==> src/bba_pkg.sv <==
// ----------------------------------------------------------------------------
// bba_pkg
// Shared types, constants and index helpers for the buddy block allocator.
// ----------------------------------------------------------------------------
package bba_pkg;

   localparam int MAX_ORDER  = 10;
   localparam int POOL_SIZE  = 1 << MAX_ORDER;
   localparam int MAP_SIZE   = 2 << MAX_ORDER;
   localparam int IDX_W      = MAX_ORDER + 1;
   localparam int WORD_W     = 32;
   localparam int BIT_W      = $clog2(WORD_W);
   localparam int RAM_DEPTH  = MAP_SIZE / WORD_W;
   localparam int RAM_AW     = $clog2(RAM_DEPTH);
   localparam int ORD_W      = 4;

   typedef enum logic [1:0] {
      ST_OK       = 2'd0,
      ST_NO_SPACE = 2'd1,
      ST_BAD      = 2'd2
   } status_type;

   typedef enum logic {
      OP_ALLOC = 1'b0,
      OP_FREE  = 1'b1
   } op_type;

   typedef enum logic [3:0] {
      S_IDLE,
      S_CLEAR,
      S_CARVE_SEL,
      S_DECODE,
      S_SRCH_ORD,
      S_SRCH_RD,
      S_SRCH_CHK,
      S_SPLIT_SEL,
      S_MERGE_SEL,
      S_MERGE_RD,
      S_MERGE_CHK,
      S_SET_RD,
      S_SET_WR,
      S_DONE
   } state_type;

   // first bit of order k in the flat map
   function automatic logic [IDX_W-1:0] order_lo(input logic [ORD_W-1:0] k);
      logic [IDX_W:0] v;
      v = (IDX_W+1)'(MAP_SIZE) - ((IDX_W+1)'(MAP_SIZE) >> k);
      return v[IDX_W-1:0];
   endfunction

   // last bit of order k in the flat map
   function automatic logic [IDX_W-1:0] order_hi(input logic [ORD_W-1:0] k);
      logic [IDX_W:0] v;
      v = (IDX_W+1)'(order_lo(k)) + ((IDX_W+1)'(POOL_SIZE) >> k) - (IDX_W+1)'(1);
      return v[IDX_W-1:0];
   endfunction

   function automatic logic [IDX_W-1:0] map_index(input logic [ORD_W-1:0] k,
                                                  input logic [MAX_ORDER-1:0] off);
      logic [IDX_W-1:0] slot;
      slot = IDX_W'(off >> k);
      return order_lo(k) + slot;
   endfunction

   function automatic logic [ORD_W-1:0] ceil_log2(input logic [IDX_W-1:0] v);
      logic [ORD_W-1:0] r;
      r = '0;
      for (int i = IDX_W; i >= 0; i--) begin
         if (((IDX_W+1)'(1) << i) >= (IDX_W+1)'(v)) begin
            r = ORD_W'(i);
         end
      end
      return r;
   endfunction

   function automatic logic [ORD_W-1:0] floor_log2(input logic [IDX_W-1:0] v);
      logic [ORD_W-1:0] r;
      r = '0;
      for (int i = 0; i < IDX_W; i++) begin
         if (v[i]) begin
            r = ORD_W'(i);
         end
      end
      return r;
   endfunction

endpackage

==> src/bba_if.sv <==
// ----------------------------------------------------------------------------
// bba_req_if / bba_rsp_if
// Valid/ready channels carrying requests and responses of the allocator.
// ----------------------------------------------------------------------------
interface bba_req_if;
   logic        valid;
   logic        ready;
   logic        operation;
   logic [10:0] block_count;
   logic [9:0]  block_offset;

   modport source (output valid, output operation, output block_count,
                   output block_offset, input ready);
   modport sink   (input valid, input operation, input block_count,
                   input block_offset, output ready);
endinterface

interface bba_rsp_if;
   logic        valid;
   logic        ready;
   logic [1:0]  status;
   logic [9:0]  alloc_offset;
   logic [10:0] free_blocks;

   modport source (output valid, output status, output alloc_offset,
                   output free_blocks, input ready);
   modport sink   (input valid, input status, input alloc_offset,
                   input free_blocks, output ready);
endinterface

==> src/bba_ram.sv <==
// ----------------------------------------------------------------------------
// bba_ram
// Generic single-write, single-read RAM with registered read data.
// ----------------------------------------------------------------------------
module bba_ram #(
   parameter int WIDTH = 32,
   parameter int DEPTH = 64
) (
   input  logic                     clock,
   input  logic                     we,
   input  logic [$clog2(DEPTH)-1:0] waddr,
   input  logic [WIDTH-1:0]         wdata,
   input  logic [$clog2(DEPTH)-1:0] raddr,
   output logic [WIDTH-1:0]         rdata
);

   logic [WIDTH-1:0] mem [DEPTH];
   logic [WIDTH-1:0] rdata_ff;

   always_ff @(posedge clock) begin
      if (we) begin
         mem[waddr] <= wdata;
      end
      rdata_ff <= mem[raddr];
   end

   assign rdata = rdata_ff;

endmodule

==> src/buddy_block_allocator.sv <==
// ----------------------------------------------------------------------------
// buddy_block_allocator
// Binary buddy allocator; free bitmap per order held in a word RAM and
// walked by a small sequencer.
//
//   channel  | dir | handshake            | payload
//   req_ch   | in  | valid/ready          | operation, block_count, block_offset
//   rsp_ch   | out | valid/ready          | status, alloc_offset, free_blocks
//   csr_*    | in  | APB, pready tied hi  | useful_blocks at address 0
//
// Alloc: tries orders from the request's upward, scanning each order's
// bitmap words for a free block, then splits it down level by level. Free:
// merges with free buddies up to the top order, then inserts the block.
// Reset or a useful_blocks write: clearing pass over all 64 map words, then
// a carve setting one block per set bit of the count, req_ch.ready low throughout.
// One transfer in flight; a held response stalls only the final load.
// ----------------------------------------------------------------------------
module buddy_block_allocator
   import bba_pkg::*;
(
   input  logic        clock,
   input  logic        reset,
   bba_req_if.sink     req_ch,
   bba_rsp_if.source   rsp_ch,
   input  logic        csr_psel,
   input  logic        csr_penable,
   input  logic        csr_pwrite,
   input  logic [2:0]  csr_paddr,
   input  logic [31:0] csr_pwdata,
   output logic [31:0] csr_prdata,
   output logic        csr_pready
);

   state_type           state_ff, state_in;
   logic [IDX_W-1:0]    useful_ff, useful_in;
   logic [IDX_W-1:0]    total_ff, total_in;
   logic [ORD_W-1:0]    ord_ff, ord_in;
   logic [ORD_W-1:0]    k_ff, k_in;
   logic [MAX_ORDER-1:0] base_ff, base_in;
   logic [IDX_W-1:0]    idx_ff, idx_in;
   logic [RAM_AW-1:0]   word_ff, word_in;
   logic                op_ff, op_in;
   logic [IDX_W-1:0]    cnt_ff, cnt_in;
   logic [MAX_ORDER-1:0] off_ff, off_in;
   logic                carve_ff, carve_in;
   status_type          status_ff, status_in;
   logic [MAX_ORDER-1:0] result_ff, result_in;
   logic                rsp_valid_ff, rsp_valid_in;
   status_type          rsp_status_ff, rsp_status_in;
   logic [MAX_ORDER-1:0] rsp_offset_ff, rsp_offset_in;
   logic [IDX_W-1:0]    rsp_free_ff, rsp_free_in;

   logic                ram_we;
   logic [RAM_AW-1:0]   ram_waddr, ram_raddr;
   logic [WORD_W-1:0]   ram_wdata, ram_rdata;

   logic                csr_wr;
   logic [IDX_W-1:0]    csr_val;
   logic [ORD_W-1:0]    top_order;
   logic [ORD_W-1:0]    req_k;
   logic                req_bad;
   logic [WORD_W-1:0]   hits;
   logic                hit_any;
   logic [BIT_W-1:0]    hit_pos;
   logic [IDX_W-1:0]    lo_cur, hi_cur;
   logic [IDX_W:0]      span_end;
   logic [MAX_ORDER-1:0] free_base;
   logic                out_free;

   bba_ram #(.WIDTH(WORD_W), .DEPTH(RAM_DEPTH)) u_map (
      .clock (clock),
      .we    (ram_we),
      .waddr (ram_waddr),
      .wdata (ram_wdata),
      .raddr (ram_raddr),
      .rdata (ram_rdata)
   );

   assign csr_pready = 1'b1;
   assign csr_prdata = 32'(useful_ff);
   assign csr_wr     = csr_psel && csr_penable && csr_pwrite && !csr_paddr[2];
   assign csr_val    = (csr_pwdata[IDX_W-1:0] > IDX_W'(POOL_SIZE)) ? IDX_W'(POOL_SIZE)
                                                               : csr_pwdata[IDX_W-1:0];

   assign req_ch.ready   = (state_ff == S_IDLE);
   assign rsp_ch.valid   = rsp_valid_ff;
   assign rsp_ch.status  = rsp_status_ff;
   assign rsp_ch.alloc_offset = rsp_offset_ff;
   assign rsp_ch.free_blocks  = rsp_free_ff;
   assign out_free = !rsp_valid_ff || rsp_ch.ready;

   assign top_order = floor_log2(useful_ff);
   assign req_k     = ceil_log2(cnt_ff);
   assign req_bad   = (cnt_ff == '0) || (useful_ff == '0) || (req_k > top_order);
   assign free_base = off_ff & ~(MAX_ORDER'((IDX_W'(1) << req_k) - IDX_W'(1)));
   assign span_end  = (IDX_W+1)'(free_base) + ((IDX_W+1)'(1) << req_k);

   assign lo_cur = order_lo(ord_ff);
   assign hi_cur = order_hi(ord_ff);

   always_comb begin
      logic [IDX_W-1:0] g;
      for (int b = 0; b < WORD_W; b++) begin
         g = {word_ff, BIT_W'(b)};
         hits[b] = ram_rdata[b] && (g >= lo_cur) && (g <= hi_cur);
      end
   end

   always_comb begin
      hit_pos = '0;
      for (int b = WORD_W - 1; b >= 0; b--) begin
         if (hits[b]) begin
            hit_pos = BIT_W'(b);
         end
      end
   end
   assign hit_any = |hits;

   // next state
   always_comb begin
      state_in = state_ff;
      unique case (state_ff)
         S_IDLE:      if (req_ch.valid) state_in = S_DECODE;
         S_CLEAR:     if (word_ff == RAM_AW'(RAM_DEPTH - 1)) state_in = S_CARVE_SEL;
         S_CARVE_SEL: begin
            if (ord_ff == '0) state_in = S_IDLE;
            else if (useful_ff[ord_ff - ORD_W'(1)]) state_in = S_SET_RD;
         end
         S_DECODE: begin
            if (req_bad) state_in = S_DONE;
            else if (op_ff == OP_ALLOC) state_in = S_SRCH_ORD;
            else if (span_end > (IDX_W+1)'(useful_ff)) state_in = S_DONE;
            else state_in = S_MERGE_SEL;
         end
         S_SRCH_ORD:  state_in = (ord_ff > top_order) ? S_DONE : S_SRCH_RD;
         S_SRCH_RD:   state_in = S_SRCH_CHK;
         S_SRCH_CHK: begin
            if (hit_any) state_in = S_SPLIT_SEL;
            else if (word_ff == hi_cur[IDX_W-1:BIT_W]) state_in = S_SRCH_ORD;
            else state_in = S_SRCH_RD;
         end
         S_SPLIT_SEL: state_in = (ord_ff > k_ff) ? S_SET_RD : S_DONE;
         S_MERGE_SEL: state_in = (ord_ff < top_order) ? S_MERGE_RD : S_SET_RD;
         S_MERGE_RD:  state_in = S_MERGE_CHK;
         S_MERGE_CHK: state_in = ram_rdata[idx_ff[BIT_W-1:0]] ? S_MERGE_SEL : S_SET_RD;
         S_SET_RD:    state_in = S_SET_WR;
         S_SET_WR: begin
            if (carve_ff) state_in = S_CARVE_SEL;
            else if (op_ff == OP_ALLOC) state_in = S_SPLIT_SEL;
            else state_in = S_DONE;
         end
         S_DONE:      if (out_free) state_in = S_IDLE;
         default:     state_in = S_IDLE;
      endcase
      if (csr_wr) state_in = S_CLEAR;
   end

   // datapath and RAM control
   always_comb begin
      useful_in     = useful_ff;
      total_in      = total_ff;
      ord_in        = ord_ff;
      k_in          = k_ff;
      base_in       = base_ff;
      idx_in        = idx_ff;
      word_in       = word_ff;
      op_in         = op_ff;
      cnt_in        = cnt_ff;
      off_in        = off_ff;
      carve_in      = carve_ff;
      status_in     = status_ff;
      result_in     = result_ff;
      rsp_status_in = rsp_status_ff;
      rsp_offset_in = rsp_offset_ff;
      rsp_free_in   = rsp_free_ff;
      rsp_valid_in  = rsp_valid_ff && !rsp_ch.ready;
      ram_we        = 1'b0;
      ram_waddr     = idx_ff[IDX_W-1:BIT_W];
      ram_wdata     = ram_rdata;
      ram_raddr     = (state_ff == S_SRCH_RD) ? word_ff : idx_ff[IDX_W-1:BIT_W];

      unique case (state_ff)
         S_IDLE: begin
            if (req_ch.valid) begin
               op_in     = req_ch.operation;
               cnt_in    = req_ch.block_count;
               off_in    = req_ch.block_offset;
               status_in = ST_OK;
               result_in = '0;
               carve_in  = 1'b0;
            end
         end
         S_CLEAR: begin
            ram_we    = 1'b1;
            ram_waddr = word_ff;
            ram_wdata = '0;
            word_in   = word_ff + RAM_AW'(1);
            ord_in    = ORD_W'(MAX_ORDER + 1);
            base_in   = '0;
            total_in  = useful_ff;
            carve_in  = 1'b1;
         end
         S_CARVE_SEL: begin
            if (ord_ff != '0) begin
               ord_in = ord_ff - ORD_W'(1);
               if (useful_ff[ord_ff - ORD_W'(1)]) begin
                  idx_in  = map_index(ord_ff - ORD_W'(1), base_ff);
                  base_in = base_ff + MAX_ORDER'(IDX_W'(1) << (ord_ff - ORD_W'(1)));
               end
            end
         end
         S_DECODE: begin
            k_in   = req_k;
            ord_in = req_k;
            if (req_bad) begin
               status_in = ST_BAD;
            end else if (op_ff == OP_FREE) begin
               base_in = free_base;
               if (span_end > (IDX_W+1)'(useful_ff)) status_in = ST_BAD;
            end
         end
         S_SRCH_ORD: begin
            word_in = lo_cur[IDX_W-1:BIT_W];
            if (ord_ff > top_order) status_in = ST_NO_SPACE;
         end
         S_SRCH_RD: ;
         S_SRCH_CHK: begin
            if (hit_any) begin
               ram_we    = 1'b1;
               ram_waddr = word_ff;
               ram_wdata = ram_rdata & ~(WORD_W'(1) << hit_pos);
               base_in   = MAX_ORDER'(({word_ff, hit_pos} - lo_cur) << ord_ff);
            end else if (word_ff == hi_cur[IDX_W-1:BIT_W]) begin
               ord_in = ord_ff + ORD_W'(1);
            end else begin
               word_in = word_ff + RAM_AW'(1);
            end
         end
         S_SPLIT_SEL: begin
            if (ord_ff > k_ff) begin
               ord_in = ord_ff - ORD_W'(1);
               idx_in = map_index(ord_ff - ORD_W'(1),
                                  base_ff + MAX_ORDER'(IDX_W'(1) << (ord_ff - ORD_W'(1))));
            end else begin
               total_in  = total_ff - (IDX_W'(1) << k_ff);
               result_in = base_ff;
            end
         end
         S_MERGE_SEL: begin
            if (ord_ff < top_order) begin
               idx_in = map_index(ord_ff, base_ff ^ MAX_ORDER'(IDX_W'(1) << ord_ff));
            end else begin
               idx_in   = map_index(ord_ff, base_ff);
               total_in = total_ff + (IDX_W'(1) << ord_ff);
            end
         end
         S_MERGE_RD: ;
         S_MERGE_CHK: begin
            if (ram_rdata[idx_ff[BIT_W-1:0]]) begin
               ram_we    = 1'b1;
               ram_wdata = ram_rdata & ~(WORD_W'(1) << idx_ff[BIT_W-1:0]);
               total_in  = total_ff - (IDX_W'(1) << ord_ff);
               base_in   = base_ff & ~MAX_ORDER'(IDX_W'(1) << ord_ff);
               ord_in    = ord_ff + ORD_W'(1);
            end else begin
               idx_in   = map_index(ord_ff, base_ff);
               total_in = total_ff + (IDX_W'(1) << ord_ff);
            end
         end
         S_SET_RD: ;
         S_SET_WR: begin
            ram_we    = 1'b1;
            ram_wdata = ram_rdata | (WORD_W'(1) << idx_ff[BIT_W-1:0]);
         end
         S_DONE: begin
            if (out_free) begin
               rsp_valid_in  = 1'b1;
               rsp_status_in = status_ff;
               rsp_offset_in = result_ff;
               rsp_free_in   = total_ff;
            end
         end
         default: ;
      endcase

      if (csr_wr) begin
         useful_in = csr_val;
         word_in   = '0;
      end
   end

   always_ff @(posedge clock) begin
      if (reset) begin
         state_ff     <= S_CLEAR;
         useful_ff    <= IDX_W'(POOL_SIZE);
         word_ff      <= '0;
         carve_ff     <= 1'b1;
         rsp_valid_ff <= 1'b0;
      end else begin
         state_ff     <= state_in;
         useful_ff    <= useful_in;
         word_ff      <= word_in;
         carve_ff     <= carve_in;
         rsp_valid_ff <= rsp_valid_in;
      end
      total_ff      <= total_in;
      ord_ff        <= ord_in;
      k_ff          <= k_in;
      base_ff       <= base_in;
      idx_ff        <= idx_in;
      op_ff         <= op_in;
      cnt_ff        <= cnt_in;
      off_ff        <= off_in;
      status_ff     <= status_in;
      result_ff     <= result_in;
      rsp_status_ff <= rsp_status_in;
      rsp_offset_ff <= rsp_offset_in;
      rsp_free_ff   <= rsp_free_in;
   end

endmodule
==> src/flat_wrapper.sv <==
// flat-port wrapper written by rule: the top's interface ports become plain ports
module buddy_block_allocator_flat import bba_pkg::*;
  (clock, reset, csr_psel, csr_penable, csr_pwrite, csr_paddr, csr_pwdata, csr_prdata, csr_pready, req_ch_valid, req_ch_operation, req_ch_block_count, req_ch_block_offset, req_ch_ready, rsp_ch_valid, rsp_ch_status, rsp_ch_alloc_offset, rsp_ch_free_blocks, rsp_ch_ready);
  bba_req_if req_ch_i ();
  bba_rsp_if rsp_ch_i ();
  input  logic clock;
  input  logic reset;
  input  logic csr_psel;
  input  logic csr_penable;
  input  logic csr_pwrite;
  input  logic [2:0] csr_paddr;
  input  logic [31:0] csr_pwdata;
  output logic [31:0] csr_prdata;
  output logic csr_pready;
  input wire logic [$bits(req_ch_i.valid)-1:0] req_ch_valid;
  input wire logic [$bits(req_ch_i.operation)-1:0] req_ch_operation;
  input wire logic [$bits(req_ch_i.block_count)-1:0] req_ch_block_count;
  input wire logic [$bits(req_ch_i.block_offset)-1:0] req_ch_block_offset;
  output wire logic [$bits(req_ch_i.ready)-1:0] req_ch_ready;
  output wire logic [$bits(rsp_ch_i.valid)-1:0] rsp_ch_valid;
  output wire logic [$bits(rsp_ch_i.status)-1:0] rsp_ch_status;
  output wire logic [$bits(rsp_ch_i.alloc_offset)-1:0] rsp_ch_alloc_offset;
  output wire logic [$bits(rsp_ch_i.free_blocks)-1:0] rsp_ch_free_blocks;
  input wire logic [$bits(rsp_ch_i.ready)-1:0] rsp_ch_ready;
  assign req_ch_i.valid = req_ch_valid;
  assign req_ch_i.operation = req_ch_operation;
  assign req_ch_i.block_count = req_ch_block_count;
  assign req_ch_i.block_offset = req_ch_block_offset;
  assign req_ch_ready = req_ch_i.ready;
  assign rsp_ch_valid = rsp_ch_i.valid;
  assign rsp_ch_status = rsp_ch_i.status;
  assign rsp_ch_alloc_offset = rsp_ch_i.alloc_offset;
  assign rsp_ch_free_blocks = rsp_ch_i.free_blocks;
  assign rsp_ch_i.ready = rsp_ch_ready;
  buddy_block_allocator u_core (.clock(clock), .reset(reset), .req_ch(req_ch_i), .rsp_ch(rsp_ch_i), .csr_psel(csr_psel), .csr_penable(csr_penable), .csr_pwrite(csr_pwrite), .csr_paddr(csr_paddr), .csr_pwdata(csr_pwdata), .csr_prdata(csr_prdata), .csr_pready(csr_pready));
endmodule
==> config.mk <==
export PLATFORM = sky130hd
export DESIGN_NAME = buddy_block_allocator_flat
export DESIGN_NICKNAME = d
export VERILOG_FILES = /design/src/bba_pkg.sv /design/src/bba_if.sv /design/src/bba_ram.sv /design/src/buddy_block_allocator.sv /design/src/flat_wrapper.sv
export SDC_FILE = /design/constraint.sdc
export NUM_CORES = 2
export LEC_CHECK = 0
export BUFFER_PORTS_ARGS = -buffer_cell sky130_fd_sc_hd__buf_2
export CORE_ASPECT_RATIO = 2
export CORE_MARGIN = 3
export CORE_UTILIZATION = 30
export CTS_BUF_LIST = sky130_fd_sc_hd__clkbuf_16
export CTS_CLUSTER_SIZE = 14
export DETAILED_ROUTE_END_ITERATION = 16
export SLEW_MARGIN = 40
export SYNTH_ARGS = -nofsm -noshare
export SYNTH_HDL_FRONTEND = slang
export SYNTH_HIERARCHICAL = 1
export SYNTH_SLANG_ARGS = --single-unit
==> constraint.sdc <==
create_clock -name clock -period 35.8 [get_ports clock]
set_input_delay 1.79 -clock clock [delete_from_list [all_inputs] [get_ports clock]]
set_output_delay 1.79 -clock clock [all_outputs]
set_load 0.01 [all_outputs]
==> reports/qor.csv <==
stage,metric,value,unit
timing,period_share,0.391,
logic_synthesis,synth_compound_area_frac,0.0778,
detailed_routing,dr.pass1.iters,6,
logic_synthesis,yosys_register_bits,2200,
cts,cts_buffer_depth,4,
logic_synthesis,synth_mux_area_frac,0.133,
cts,post_cts_resized,0,
place,finalWeightedCongestion,0.970,
timing,period_minus_slack,13.99,ns
logic_synthesis,synth_top_family_by_area,multiplexers,
pwr,powerDensity,89.0,nW/um^2
logic_synthesis,synthCells,5725,
timing,max_freq,0.0715,GHz
floorplan,die_y,806,um
floorplan,design.die.area,327000,sq um
cts,h-tree-depth,4,
floorplan,die_x,406,um
logic_synthesis,synthTopCellsByArea,"edfxtp_1 67%, mux4_2 11%, mux2i_1 2.4%",
final_layout,drive_above_1_share,0.196,
timing,fin_skew,0.0563,ns
logic_synthesis,synth_edf_count,2145,
critical_path,critPathTopFamily,simple AND/OR/NAND/NOR gates,
floorplan,coreArea,319000,sq um
global_route,grt_pass1_wl,420,mm
floorplan,rows,293,
critical_path,crit_slowest_cell,a211oi_2,
detailed_routing,post_drt_wl_per_cell,29.5,um
critical_path,critPathBufInv,8,
critical_path,path_max_fanout,39,
detailed_routing,vias,55000,
cts,clockRootBuffer,clkbuf_16,
detailed_routing,vias_per_cell,5.41,
detailed_routing,drt_first_iter_violations,5246,
logic_synthesis,synth-async-reset-ratio,0,
timing,finalSetupTns,0,ns
logic_synthesis,synth-simple-area-share,0.0495,
detailed_routing,drcViolationCount,0,
final_layout,layout.nets,6115,
critical_path,crit_path_end_kind,register,
timing,rsz0062_at_grt,false,
pwr,p_leak,35.3,nW
logic_synthesis,yosysWarningCount,6,
global_route,antenna_found_initial,22,
timing,setup_violations,0,
timing,setup_ws,21.81,ns
cts,postCtsSetupBuffers,0,
logic_synthesis,ys_seq_area_frac,0.682,
outcome,status,completed,
detailed_routing,drt_wl_total,300,mm
critical_path,startpoint_type,register,
cts,numCtsBuffers,191,
critical_path,required,36.25,ns
critical_path,crit_type,register to register,
timing,finalHoldViolCount,0,
logic_synthesis,synth_xor_area_frac,0.00948,
global_route,grt_usage,0.180,
logic_synthesis,yosysTopAreaCellShare,0.671,
place,dp_hpwl,194,mm
logic_synthesis,synthAdderAreaFrac,0.0230,
logic_synthesis,yosysUniqueCellTypes,113,
flow_run,cap_violations,0,
timing,whs,0.402,ns
timing,relSlewSlack,0.383,
critical_path,crit_top_cell,ha_1,
logic_synthesis,synth.cell_area,96100,sq um
pwr,irDropWorstVdd,62.7,uV
timing,slew_violations,0,
cts,clk_pin_slew_worst_paths,0.08,ns
global_route,grt_pass1_vias,56800,
global_route,grt_max_degree,129,
floorplan,start_util,0.302,
timing,worst_pin_slew,0.926,ns
cts,tritoncts,built,
logic_synthesis,yosysTopAreaCell,edfxtp_1,
floorplan,io_pins,122,
logic_synthesis,syn_avg_cell_area,16.8,sq um
cts,insertion_delay,0.86,ns
place,numPortBuffers,76,
logic_synthesis,synth-main-ff-cell,edfxtp_1,
critical_path,slowest_delay,0.76,ns
final_layout,syn_to_final_growth,12.6,%
min_path,hold_path.class,register to register,
critical_path,worstPathArrival,14.44,ns
place,dp_slack,21.95,ns
cts,cts.sinks,2200,
detailed_routing,drtAntennaViolNets,0,
cts,ctsHoldBuffers,0,
global_route,grt_remaining_overflow,0,
## kinds of logic (layout without fill, tap and decap cells)
| logic type | Yosys count | count (layout) |
|---|---|---|
| mux | 703 | 703 |
| xor+xnor | 104 | 104 |
| compound gates | 1097 | 1097 |
| fa+ha+maj | 171 | 171 |
| flops | 2200 | 2200 |
| other cells | 2 | 96 |
| buf+inv | 468 | 690 |
| simple gates | 980 | 980 |
## per-layer routing
layer | vias to the layer above | track usage | wire (um)
met4 | 4 | 0.163 | 32400
met1 | 28700 | 0.172 | 93500
met3 | 804 | 0.0204 | 14500
met5 | - | 0 | 24
met2 | 2174 | 0.333 | 159000
li1 | 23400 | - | -
## registers in the layout (all words and copies together), names as in the netlist
signal	count
u_core/base_ff	10
u_core/carve_ff	1
u_core/cnt_ff	11
u_core/idx_ff	11
u_core/k_ff	4
u_core/off_ff	10
u_core/op_ff	1
u_core/ord_ff	4
u_core/result_ff	10
u_core/rsp_ch.alloc_offset	10
u_core/rsp_ch.free_blocks	11
u_core/rsp_ch.status	2
u_core/rsp_ch.valid	1
u_core/state_ff	4
u_core/status_ff	2
u_core/total_ff	11
u_core/u_map/mem	2048
u_core/u_map/rdata	32
u_core/useful_ff	11
u_core/word_ff	6
## per-stage QoR
stage | util | area (sq um) | cells | power [mW]
final | 0.339 | 108000 | 10200 | 9.63
after detailed placement | 0.322 | 102000 | 9811 | 7.73
after global routing | 0.339 | 108000 | 10200 | 9.98
after floorplan | - | 96100 | 5745 | 6.09
after global placement | 0.321 | 102000 | 9807 | 7.63
after CTS | 0.338 | 108000 | 10100 | 9.61
## Yosys cell counts, types with 39 or more instances
cell	count
nand3_1	101
mux4_2	460
ha_1	159
dfxtp_1	55
buf_2	60
o22ai_1	75
mux2i_1	226
edfxtp_1	2145
nand2b_1	39
nor2b_1	51
a21oi_1	248
nor2_1	291
nand2_1	240
buf_4	52
inv_1	130
and2_1	46
a211oi_1	56
a31oi_1	51
o21ai_0	155
nor3_1	46
and3_1	46
a22oi_1	145
clkbuf_1	167
xnor2_1	69
## worst paths after layout
| path | from | endpoint | slack, ns | cells after the start |
|---|---|---|---|---|
| worst min register to register | u_core/result_ff[2] | u_core/rsp_ch.alloc_offset[2] | 0.40 | 0 |
| worst max register to register | u_core/ord_ff[2] | u_core/u_map/mem[60][26] | 21.81 | 40 |
| worst max-delay path | u_core/ord_ff[2] | u_core/u_map/mem[60][26] | 21.81 | 40 |
| worst min-delay path | u_core/result_ff[2] | u_core/rsp_ch.alloc_offset[2] | 0.40 | 0 |
## final cells by class
class / instances / area, sq um
diodes: 74 / 185
clock buffers: 193 / 4830
clock inverters: 85 / 455
fillers: 30000 / 210000
inverters: 133 / 499
multi-input cells: 3077 / 29400
flip-flops and latches: 2200 / 65500
well taps: 4130 / 5170
repair buffers: 279 / 2110
## cell usage in the layout (no fill, tap or decap), drive strengths merged, types with 51 or more instances in the layout
| cell type | synthesis | layout |
|---|---|---|
| a211oi | 57 | 57 |
| a21oi | 251 | 251 |
| a22oi | 145 | 145 |
| a31oi | 51 | 51 |
| buf | 167 | 279 |
| clkbuf | 168 | 193 |
| dfxtp | 55 | 55 |
| diode | 0 | 74 |
| edfxtp | 2145 | 2145 |
| ha | 159 | 159 |
| inv | 131 | 189 |
| mux2i | 226 | 226 |
| mux4 | 460 | 460 |
| nand2 | 241 | 241 |
| nand3 | 102 | 102 |
| nor2 | 291 | 291 |
| nor2b | 51 | 51 |
| o21ai | 167 | 167 |
| o22ai | 75 | 75 |
| xnor2 | 69 | 69 |
## power breakdown
part	internal, mW	switching [mW]
clock	0.984	0.895
sequential	3.55	0.137
combinational	1.23	2.83
Power figures use the tool's default switching activity.
